==> src/rtl/core/srbd_pkg.sv <==
package srbd_pkg;

   localparam int unsigned MAX_RUNS   = 1024;
   localparam int unsigned RUNS_W     = $clog2(MAX_RUNS + 1);
   localparam int unsigned INDEX_W    = $clog2(MAX_RUNS);
   localparam int unsigned FIFO_DEPTH = 4;
   localparam int unsigned FIFO_PTR_W = $clog2(FIFO_DEPTH);
   localparam int unsigned FIFO_CNT_W = $clog2(FIFO_DEPTH + 1);

   localparam logic [8:0] MASS_MAX = 9'd511;

   // register indexes on the csr port
   localparam logic [1:0] CSR_MIN_RUN_LENGTH = 2'd0;
   localparam logic [1:0] CSR_END_MISS_LIMIT = 2'd1;
   localparam logic [1:0] CSR_FILL_TENTHS    = 2'd2;

   localparam logic [7:0] MIN_RUN_LENGTH_RST = 8'd3;
   localparam logic [3:0] END_MISS_LIMIT_RST = 4'd5;
   localparam logic [3:0] FILL_TENTHS_RST    = 4'd7;

   // result kinds
   localparam logic KIND_RUN     = 1'b0;
   localparam logic KIND_SUMMARY = 1'b1;

   typedef struct packed {
      logic       is_target;
      logic [7:0] column;
      logic [7:0] row;
      logic       end_of_row;
      logic       end_of_frame;
   } srbd_req_type;

   typedef struct packed {
      logic               kind;
      logic [7:0]         line;
      logic [7:0]         run_start;
      logic [7:0]         run_end;
      logic [7:0]         run_length;
      logic [INDEX_W-1:0] run_index;
      logic [INDEX_W-1:0] band_top;
      logic [INDEX_W-1:0] band_bottom;
      logic [RUNS_W-1:0]  band_runs;
      logic               found;
      logic               overflow;
      logic               last;
   } srbd_rsp_type;

   typedef struct packed {
      logic [7:0]         line;
      logic [7:0]         run_start;
      logic [7:0]         run_end;
      logic [7:0]         run_length;
      logic [INDEX_W-1:0] run_index;
   } srbd_widest_type;

   typedef struct packed {
      logic [RUNS_W-1:0]  count;
      logic [INDEX_W-1:0] top;
      logic [INDEX_W-1:0] bottom;
   } srbd_band_type;

endpackage

==> src/rtl/core/scanline_run_band_detector_core.sv <==
// An item is held in the input register, and its results are then queued for output.
// Throughput: one item per cycle while at most two results wait in the four-entry
// result queue, else the input stalls; a frame-end item that stores a run yields two.
// Reset (synchronous, active high): all run and band state cleared, the queue
// emptied, registers back to min_run_length 3, end_miss_limit 5, fill_tenths 7.
module scanline_run_band_detector_core
   import srbd_pkg::*;
(
   input  logic         clock,
   input  logic         reset,
   input  logic         req_valid,
   output logic         req_stall,
   input  srbd_req_type req_payload,
   output logic         rsp_valid,
   input  logic         rsp_stall,
   output srbd_rsp_type rsp_payload,
   input  logic         csr_wr_en,
   input  logic [1:0]   csr_index,
   input  logic [7:0]   csr_wdata
);

   // configuration
   logic [7:0] min_run_length_ff;
   logic [3:0] end_miss_limit_ff;
   logic [3:0] fill_tenths_ff;

   // input stage
   logic         in_valid_ff, in_valid_in;
   srbd_req_type in_ff;
   logic         req_accept, advance;

   // run and band state
   logic            in_run_ff, in_run_in;
   logic [4:0]      hit_ff, hit_in;
   logic [8:0]      mass_ff, mass_in;
   logic [7:0]      cur_start_ff, cur_start_in;
   logic [7:0]      cur_end_ff, cur_end_in;
   logic            row_has_run_ff, row_has_run_in;
   logic            in_band_ff, in_band_in;
   srbd_band_type   band_ff, band_in;
   srbd_band_type   best_ff, best_in;
   logic [RUNS_W-1:0] runs_seen_ff, runs_seen_in;
   srbd_widest_type widest_ff, widest_in;
   logic            dropped_ff, dropped_in;

   // result queue
   srbd_rsp_type          fifo_ff [FIFO_DEPTH];
   logic [FIFO_PTR_W-1:0] wr_ptr_ff, rd_ptr_ff;
   logic [FIFO_CNT_W-1:0] count_ff;
   logic                  pop;
   logic [1:0]            npush;
   srbd_rsp_type          res_first, res_second;

   // per-item working values
   logic            eor, eof;
   logic            in_run_m, close_miss;
   logic [4:0]      hit_m, hit_inc;
   logic [8:0]      mass_m, mass_inc;
   logic [7:0]      start_m, end_m, len_m;
   logic            judge_en, qualify, full, store, drop;
   logic [12:0]     mass_x10;
   logic [11:0]     len_fill;
   logic            row_has_j, in_band_j;
   srbd_band_type   band_j, band_e, best_e, best_f;
   logic            in_band_e;
   logic [RUNS_W-1:0] runs_j;
   srbd_widest_type widest_j;
   logic            dropped_j, any_run;
   srbd_rsp_type    rec, summary;

   // ---------------- handshake ----------------
   assign advance     = in_valid_ff && (count_ff <= FIFO_CNT_W'(FIFO_DEPTH - 2));
   assign req_stall   = in_valid_ff && !advance;
   assign req_accept  = req_valid && !req_stall;
   assign in_valid_in = req_accept || (in_valid_ff && !advance);

   assign rsp_valid   = (count_ff != '0);
   assign rsp_payload = fifo_ff[rd_ptr_ff];
   assign pop         = rsp_valid && !rsp_stall;

   // ---------------- run tracking ----------------
   assign eof = in_ff.end_of_frame;
   assign eor = in_ff.end_of_row || in_ff.end_of_frame;

   always_comb begin
      hit_inc    = hit_ff + 5'd1;
      mass_inc   = (mass_ff < MASS_MAX) ? mass_ff + 9'd1 : mass_ff;
      in_run_m   = in_run_ff;
      hit_m      = hit_ff;
      mass_m     = mass_ff;
      start_m    = cur_start_ff;
      end_m      = cur_end_ff;
      close_miss = 1'b0;
      if (in_run_ff) begin
         if (!in_ff.is_target) begin
            hit_m = hit_inc;
            // misses need not be consecutive
            if (hit_inc > {1'b0, end_miss_limit_ff}) begin
               close_miss = 1'b1;
               in_run_m   = 1'b0;
               hit_m      = '0;
            end
         end else begin
            end_m  = in_ff.column;
            mass_m = mass_inc;
         end
      end else if (in_ff.is_target) begin
         hit_m  = hit_inc;
         mass_m = mass_inc;
         // arm on the second target pixel since the counter was cleared
         if (hit_inc > 5'd1) begin
            in_run_m = 1'b1;
            hit_m    = '0;
            end_m    = in_ff.column;
            start_m  = (in_ff.column != 8'd0) ? in_ff.column - 8'd1 : 8'd0;
         end
      end
   end

   // ---------------- judging ----------------
   always_comb begin
      judge_en = close_miss || (eor && in_run_m);
      len_m    = (end_m >= start_m) ? end_m - start_m : 8'd0;
      mass_x10 = {1'b0, mass_m, 3'b000} + {3'b000, mass_m, 1'b0};
      len_fill = {4'b0000, len_m} * {8'h00, fill_tenths_ff};
      qualify  = judge_en && (len_m > min_run_length_ff) && (mass_x10 > {1'b0, len_fill});
      full     = (runs_seen_ff >= RUNS_W'(MAX_RUNS));
      store    = qualify && !full;
      drop     = qualify && full;
   end

   // ---------------- band and widest ----------------
   always_comb begin
      row_has_j = row_has_run_ff || store;
      in_band_j = in_band_ff || store;
      band_j    = band_ff;
      widest_j  = widest_ff;
      runs_j    = runs_seen_ff;
      dropped_j = dropped_ff || drop;
      if (store) begin
         if (!in_band_ff) begin
            band_j.top = runs_seen_ff[INDEX_W-1:0];
         end
         band_j.bottom = runs_seen_ff[INDEX_W-1:0];
         band_j.count  = band_ff.count + RUNS_W'(1);
         runs_j        = runs_seen_ff + RUNS_W'(1);
         // replace only on a strictly longer run
         if ((runs_seen_ff == '0) || (widest_ff.run_length < len_m)) begin
            widest_j.line       = in_ff.row;
            widest_j.run_start  = start_m;
            widest_j.run_end    = end_m;
            widest_j.run_length = len_m;
            widest_j.run_index  = runs_seen_ff[INDEX_W-1:0];
         end
      end

      // a row without a run ends the current band
      best_e    = best_ff;
      band_e    = band_j;
      in_band_e = in_band_j;
      if (eor && !row_has_j) begin
         if (band_j.count > best_ff.count) begin
            best_e = band_j;
         end
         in_band_e    = 1'b0;
         band_e.count = '0;
      end

      best_f = best_e;
      if (band_e.count > best_e.count) begin
         best_f = band_e;
      end
   end

   // ---------------- results ----------------
   always_comb begin
      any_run = (runs_j != '0);

      rec             = '0;
      rec.kind        = KIND_RUN;
      rec.line        = in_ff.row;
      rec.run_start   = start_m;
      rec.run_end     = end_m;
      rec.run_length  = len_m;
      rec.run_index   = runs_seen_ff[INDEX_W-1:0];
      rec.found       = 1'b1;
      rec.overflow    = dropped_ff;
      rec.last        = !eof;

      summary             = '0;
      summary.kind        = KIND_SUMMARY;
      if (any_run) begin
         summary.line       = widest_j.line;
         summary.run_start  = widest_j.run_start;
         summary.run_end    = widest_j.run_end;
         summary.run_length = widest_j.run_length;
         summary.run_index  = widest_j.run_index;
      end
      summary.band_top    = best_f.top;
      summary.band_bottom = best_f.bottom;
      summary.band_runs   = best_f.count;
      summary.found       = any_run;
      summary.overflow    = dropped_j;
      summary.last        = 1'b1;

      res_first  = store ? rec : summary;
      res_second = summary;
      npush      = '0;
      if (advance) begin
         npush = {1'b0, store} + {1'b0, eof};
      end
   end

   // ---------------- next state ----------------
   always_comb begin
      in_run_in      = in_run_ff;
      hit_in         = hit_ff;
      mass_in        = mass_ff;
      cur_start_in   = cur_start_ff;
      cur_end_in     = cur_end_ff;
      row_has_run_in = row_has_run_ff;
      in_band_in     = in_band_ff;
      band_in        = band_ff;
      best_in        = best_ff;
      runs_seen_in   = runs_seen_ff;
      widest_in      = widest_ff;
      dropped_in     = dropped_ff;
      if (advance) begin
         if (eof) begin
            // frame done: clear everything
            in_run_in      = 1'b0;
            hit_in         = '0;
            mass_in        = '0;
            cur_start_in   = '0;
            cur_end_in     = '0;
            row_has_run_in = 1'b0;
            in_band_in     = 1'b0;
            band_in        = '0;
            best_in        = '0;
            runs_seen_in   = '0;
            widest_in      = '0;
            dropped_in     = 1'b0;
         end else begin
            cur_start_in = start_m;
            cur_end_in   = end_m;
            runs_seen_in = runs_j;
            widest_in    = widest_j;
            dropped_in   = dropped_j;
            best_in      = best_e;
            band_in      = band_e;
            in_band_in   = in_band_e;
            if (eor) begin
               in_run_in      = 1'b0;
               hit_in         = '0;
               mass_in        = '0;
               row_has_run_in = 1'b0;
            end else begin
               in_run_in      = in_run_m;
               hit_in         = hit_m;
               mass_in        = close_miss ? 9'd0 : mass_m;
               row_has_run_in = row_has_j;
            end
         end
      end
   end

   // ---------------- registers ----------------
   always_ff @(posedge clock) begin
      if (reset) begin
         min_run_length_ff <= MIN_RUN_LENGTH_RST;
         end_miss_limit_ff <= END_MISS_LIMIT_RST;
         fill_tenths_ff    <= FILL_TENTHS_RST;
      end else if (csr_wr_en) begin
         unique case (csr_index)
            CSR_MIN_RUN_LENGTH: min_run_length_ff <= csr_wdata;
            CSR_END_MISS_LIMIT: end_miss_limit_ff <= csr_wdata[3:0];
            CSR_FILL_TENTHS:    fill_tenths_ff    <= csr_wdata[3:0];
            default: ;
         endcase
      end
   end

   always_ff @(posedge clock) begin
      if (req_accept) begin
         in_ff <= req_payload;
      end
   end

   always_ff @(posedge clock) begin
      if (reset) begin
         in_valid_ff    <= 1'b0;
         in_run_ff      <= 1'b0;
         hit_ff         <= '0;
         mass_ff        <= '0;
         cur_start_ff   <= '0;
         cur_end_ff     <= '0;
         row_has_run_ff <= 1'b0;
         in_band_ff     <= 1'b0;
         band_ff        <= '0;
         best_ff        <= '0;
         runs_seen_ff   <= '0;
         widest_ff      <= '0;
         dropped_ff     <= 1'b0;
      end else begin
         in_valid_ff    <= in_valid_in;
         in_run_ff      <= in_run_in;
         hit_ff         <= hit_in;
         mass_ff        <= mass_in;
         cur_start_ff   <= cur_start_in;
         cur_end_ff     <= cur_end_in;
         row_has_run_ff <= row_has_run_in;
         in_band_ff     <= in_band_in;
         band_ff        <= band_in;
         best_ff        <= best_in;
         runs_seen_ff   <= runs_seen_in;
         widest_ff      <= widest_in;
         dropped_ff     <= dropped_in;
      end
   end

   always_ff @(posedge clock) begin
      if (npush != 2'd0) begin
         fifo_ff[wr_ptr_ff] <= res_first;
      end
      if (npush == 2'd2) begin
         fifo_ff[wr_ptr_ff + FIFO_PTR_W'(1)] <= res_second;
      end
   end

   always_ff @(posedge clock) begin
      if (reset) begin
         wr_ptr_ff <= '0;
         rd_ptr_ff <= '0;
         count_ff  <= '0;
      end else begin
         wr_ptr_ff <= wr_ptr_ff + FIFO_PTR_W'(npush);
         rd_ptr_ff <= rd_ptr_ff + FIFO_PTR_W'(pop);
         count_ff  <= count_ff + FIFO_CNT_W'(npush) - FIFO_CNT_W'(pop);
      end
   end

`ifndef SYNTHESIS
   a_queue_bound : assert property (@(posedge clock) disable iff (reset)
      count_ff <= FIFO_CNT_W'(FIFO_DEPTH))
      else $error("result queue overfilled");

   a_frame_clear : assert property (@(posedge clock) disable iff (reset)
      advance && in_ff.end_of_frame |=> (runs_seen_ff == '0) && !in_run_ff && !dropped_ff)
      else $error("state not cleared after frame end");

   a_band_le_runs : assert property (@(posedge clock) disable iff (reset)
      best_ff.count <= runs_seen_ff && band_ff.count <= runs_seen_ff)
      else $error("band longer than stored runs");

   a_summary_last : assert property (@(posedge clock) disable iff (reset)
      rsp_valid && (rsp_payload.kind == KIND_SUMMARY) |-> rsp_payload.last)
      else $error("summary not marked last");
`endif

endmodule
==> config.mk <==
export PLATFORM = sky130hd
export DESIGN_NAME = scanline_run_band_detector_core
export DESIGN_NICKNAME = d
export VERILOG_FILES = /design/src/rtl/core/srbd_pkg.sv /design/src/rtl/core/scanline_run_band_detector_core.sv
export SDC_FILE = /design/constraint.sdc
export NUM_CORES = 1
export LEC_CHECK = 0
export BUFFER_PORTS_ARGS = -buffer_cell sky130_fd_sc_hd__clkbuf_2
export CORE_MARGIN = 2
export CORE_UTILIZATION = 49
export CTS_CLUSTER_DIAMETER = 80
export DETAILED_ROUTE_END_ITERATION = 8
export PLACE_DENSITY = 0.68
export SLEW_MARGIN = 20
export SYNTH_ARGS = -nofsm -noshare
export SYNTH_HDL_FRONTEND = slang
export SYNTH_SLANG_ARGS = --single-unit
==> constraint.sdc <==
create_clock -name clock -period 14.1 [get_ports clock]
set_input_delay 0.705 -clock clock [delete_from_list [all_inputs] [get_ports clock]]
set_output_delay 0.705 -clock clock [all_outputs]
set_load 0.005 [all_outputs]
==> run summary <==
Multi-input logic area: 0.0138 mm2
Switching share of power: 28.8%
H-tree depth: 2
Cts bufs inserted: 55
Initial Util: 49.5%
Reg-to-reg setup timing slack: 780 ps
Nets@finish: 2920
Die X: 245 um
Highest clock rate: 75.1 MHz
Initial DRC count: 2905
Cell area after layout: 0.0316 mm2
P_int: 2.77 mW
Avg Cell Area, Syn: 10.2 um2
Area leader, netlist: edfxtp_1
Diodes inserted: 0
Top cells by count, synth: 319 x edfxtp_1, 269 x nor2_1, 207 x nand3_1
Final Skew: 37.1 ps
Post-synth EDFFs: 319
Worst setup SP type: register
Critical Path Max Stage Delay: 990 ps
Async SR Flop Fraction: 0%
Top post-synthesis cells by area: edfxtp_1 34%, dfxtp_1 13%, mux4_2 6.1%
Setup crit start: hit_ff[0]$_SDFFE_PP0P_
Seq/Total Area, Yosys: 46.3%
Clk pwr share: 38.7%
Initial antenna violation count: 1
Outcome: complete, no violations
Final ANT Viol Nets: 0
Synthesized Nets: 2945
Most used cell, CP: buf_4
Netlist Area Pre-Place: 0.0285 mm2
Reg clk slew, reported paths: 60 ps
Worst reg-to-reg path cell count: 48
Setup violations, final: 0
Sequential share of power: 42.1%
Worst-case clock buffer depth: 3
Final Max Slew Viols: 0
Num ports: 113
DIE AREA: 0.0601 mm2
Total chip power: 3.88 mW
Yosys warning count: 0
Combinational Power Share: 19.2%
Max_cap viols: 0
DP HPWL: 50900 um
Drt pass-1 iters: 7
Row Count: 88
Vias in the first global route: 23.2k
Net Sw Power: 1.12 mW
First-pass GRT wire length: 132000 um
Routed wire length: 85100 um
Via count: 23.7k
Crit share post-route: 94.5%
Worst-skew pair later-pin latency: 640 ps
Top_reg_cell synth: edfxtp_1
Critical path data required time: 14550 ps
Vias/cell: 6.60
Overflow after GRT: 0
Power per cell area: 123 mW/mm2
Util after Layout: 54.8%
Share of layout cells above drive strength 1: 16.1%
Setup crit end kind: register
R2r startpoint: hit_ff[0]$_SDFFE_PP0P_
Synth-to-layout area growth: 10.7%
CTS tree: built
Worst setup path endpoint: fifo_ff[3][56]$_DFFE_PP_
Core Area: 0.0576 mm2
Area share of the leading cell type in the synthesized netlist: 33.6%
Mean routed wirelength per cell: 23.7 um
Final setup TNS: 0 ps
Leak: 10.2 nW
Post-synthesis cell type count: 79
Flops & latches, synth: 500
Maximum vdd drop: 0.117 mV
Fillers: 4884
GPL Wtd Cong: 0.904
Seq. cell area: 0.0132 mm2
Synth Instances: 2799
Hold WC Path Type: in -> reg
Max FO, Critical Path: 94
Top-count cell post-synth: edfxtp_1
Worst relative slew slack: 20.2%
Kind of critical path: reg -> reg
Slowest-stage cell, CP: nor3b_2
PortBufs: 112
Worst slew pin tran: 1190 ps
Placement Cell Area: 0.0295 mm2
Pin count of the biggest net entering global routing: 114
R2R Path End: fifo_ff[3][56]$_DFFE_PP_
Residual DRC: 0
CTS sink cnt: 500
Clock tree root driver cell: clkbuf_16
Fin crit period: 13320 ps
Worst path arrival time: 13770 ps
GRT Resource Usage Total: 27.9%
Hold Vio Cnt, Final: 0
DIE HEIGHT: 245 um
-- critical path, delay by kind of cell, from the launching register on --
family          cells  cell delay [ps]
fa+ha+maj           8             2720
xor+xnor            1               90
flops               1              470
compound gates     19             4670
buf+inv            11             2860
simple gates        9             2260
-- per-layer routing --
layer  vias up  wire length [um]  part of all wire, %  track usage [%]
li1      10523                 -                    -                -
met5         -                 0                    0                0
met3       224              8570                   10             5.17
met4         0              2890                  3.4             11.2
met2      1416             39800                   47             44.6
met1     11499             33900                   40             37.4
-- power by group through the flow --
stage          Combinational [mW]  Clock [mW]  Sequential [mW]
6_report                    0.747        1.50             1.63
4_1_cts                     0.722        1.51             1.65
2_1_floorplan               0.500           0             1.63
3_5_place_dp                0.719           0             1.68
3_3_place_gp                0.710           0             1.68
5_1_grt                     0.808        1.57             1.64
-- final cells by class --
cell class              instances  share of cell area [%]
clock buffers                  65                    4.67
repair buffers                189                    3.75
clock inverters                39                    1.31
multi-input cells            1902                    43.9
flip-flops and latches        500                    41.9
well taps                     765                    3.03
inverters                     126                    1.52
-- cell usage in the layout (no fill, tap or decap), types with 74 or more instances in the layout --
cell       instances
a21oi_1          127
nor2_1           267
edfxtp_1         319
clkbuf_2         111
o21ai_0          106
mux4_2            77
buf_4             74
o2111ai_1         79
nand3_1          206
dfxtp_1          179
nand2_1          147
o211ai_1         178
inv_1            122
ha_1              97
a22oi_1           93
-- state kept, by name, summed over array words and instances, names as in the netlist, 2 cells and up --
register	count
runs_seen_ff	11
end_miss_limit_ff	4
hit_ff	5
min_run_length_ff	8
count_ff	3
widest_ff	42
in_ff	18
wr_ptr_ff	2
fifo_ff	308
cur_end_ff	8
cur_start_ff	8
rd_ptr_ff	2
best_ff	31
fill_tenths_ff	4
band_ff	31
mass_ff	9
-- how the worst min path moves through the flow --
stage                                 from                           to  slack (ps)  cells past startpoint
2_1_floorplan  fifo_ff[2][76]$_SDFFE_PP1P_  fifo_ff[2][76]$_SDFFE_PP1P_         420                      2
3_3_place_gp   fifo_ff[0][76]$_SDFFE_PP1P_  fifo_ff[0][76]$_SDFFE_PP1P_         430                      2
3_5_place_dp   fifo_ff[0][76]$_SDFFE_PP1P_  fifo_ff[0][76]$_SDFFE_PP1P_         430                      2
4_1_cts                    req_payload[18]          in_ff[18]$_DFFE_PP_         220                      1
5_1_grt                     req_payload[6]           in_ff[6]$_DFFE_PP_         230                      1
6_report                    req_payload[8]           in_ff[8]$_DFFE_PP_         240                      1
-- repair_timing --
| item | 4_1_cts | 5_1_grt |
|---|---|---|
| hold endpoints to repair | 0 | 0 |
| gates resized for setup | 0 | 23 |
| buffers inserted | 0 | 5 |
| setup endpoints to repair | 0 | 172 |
| hold buffers | 0 | 0 |
-- through the flow --
| step | std cells | hold slack (ps) | worst slack (ps) |
|---|---|---|---|
| after floorplan | 2799 | 418 | 1350 |
| after global placement | 3476 | 428 | 618 |
| after detailed placement | 3476 | 434 | 282 |
| after CTS | 3580 | 225 | 216 |
| after global routing | 3586 | 232 | -4.29 |
| final | 3586 | 244 | 778 |
-- kinds of logic after synthesis --
family | count (synthesis) | synth area share (%)
AOI/OAI and AO/OA | 749 | 18.3
and+or+nand+nor | 857 | 14.4
buffers and inverters | 397 | 5.88
DFF | 500 | 46.3
xor gates and xnor gates | 46 | 1.41
adders and majority gates | 112 | 5.31
muxes | 138 | 8.34
Power figures use the tool's default switching activity.
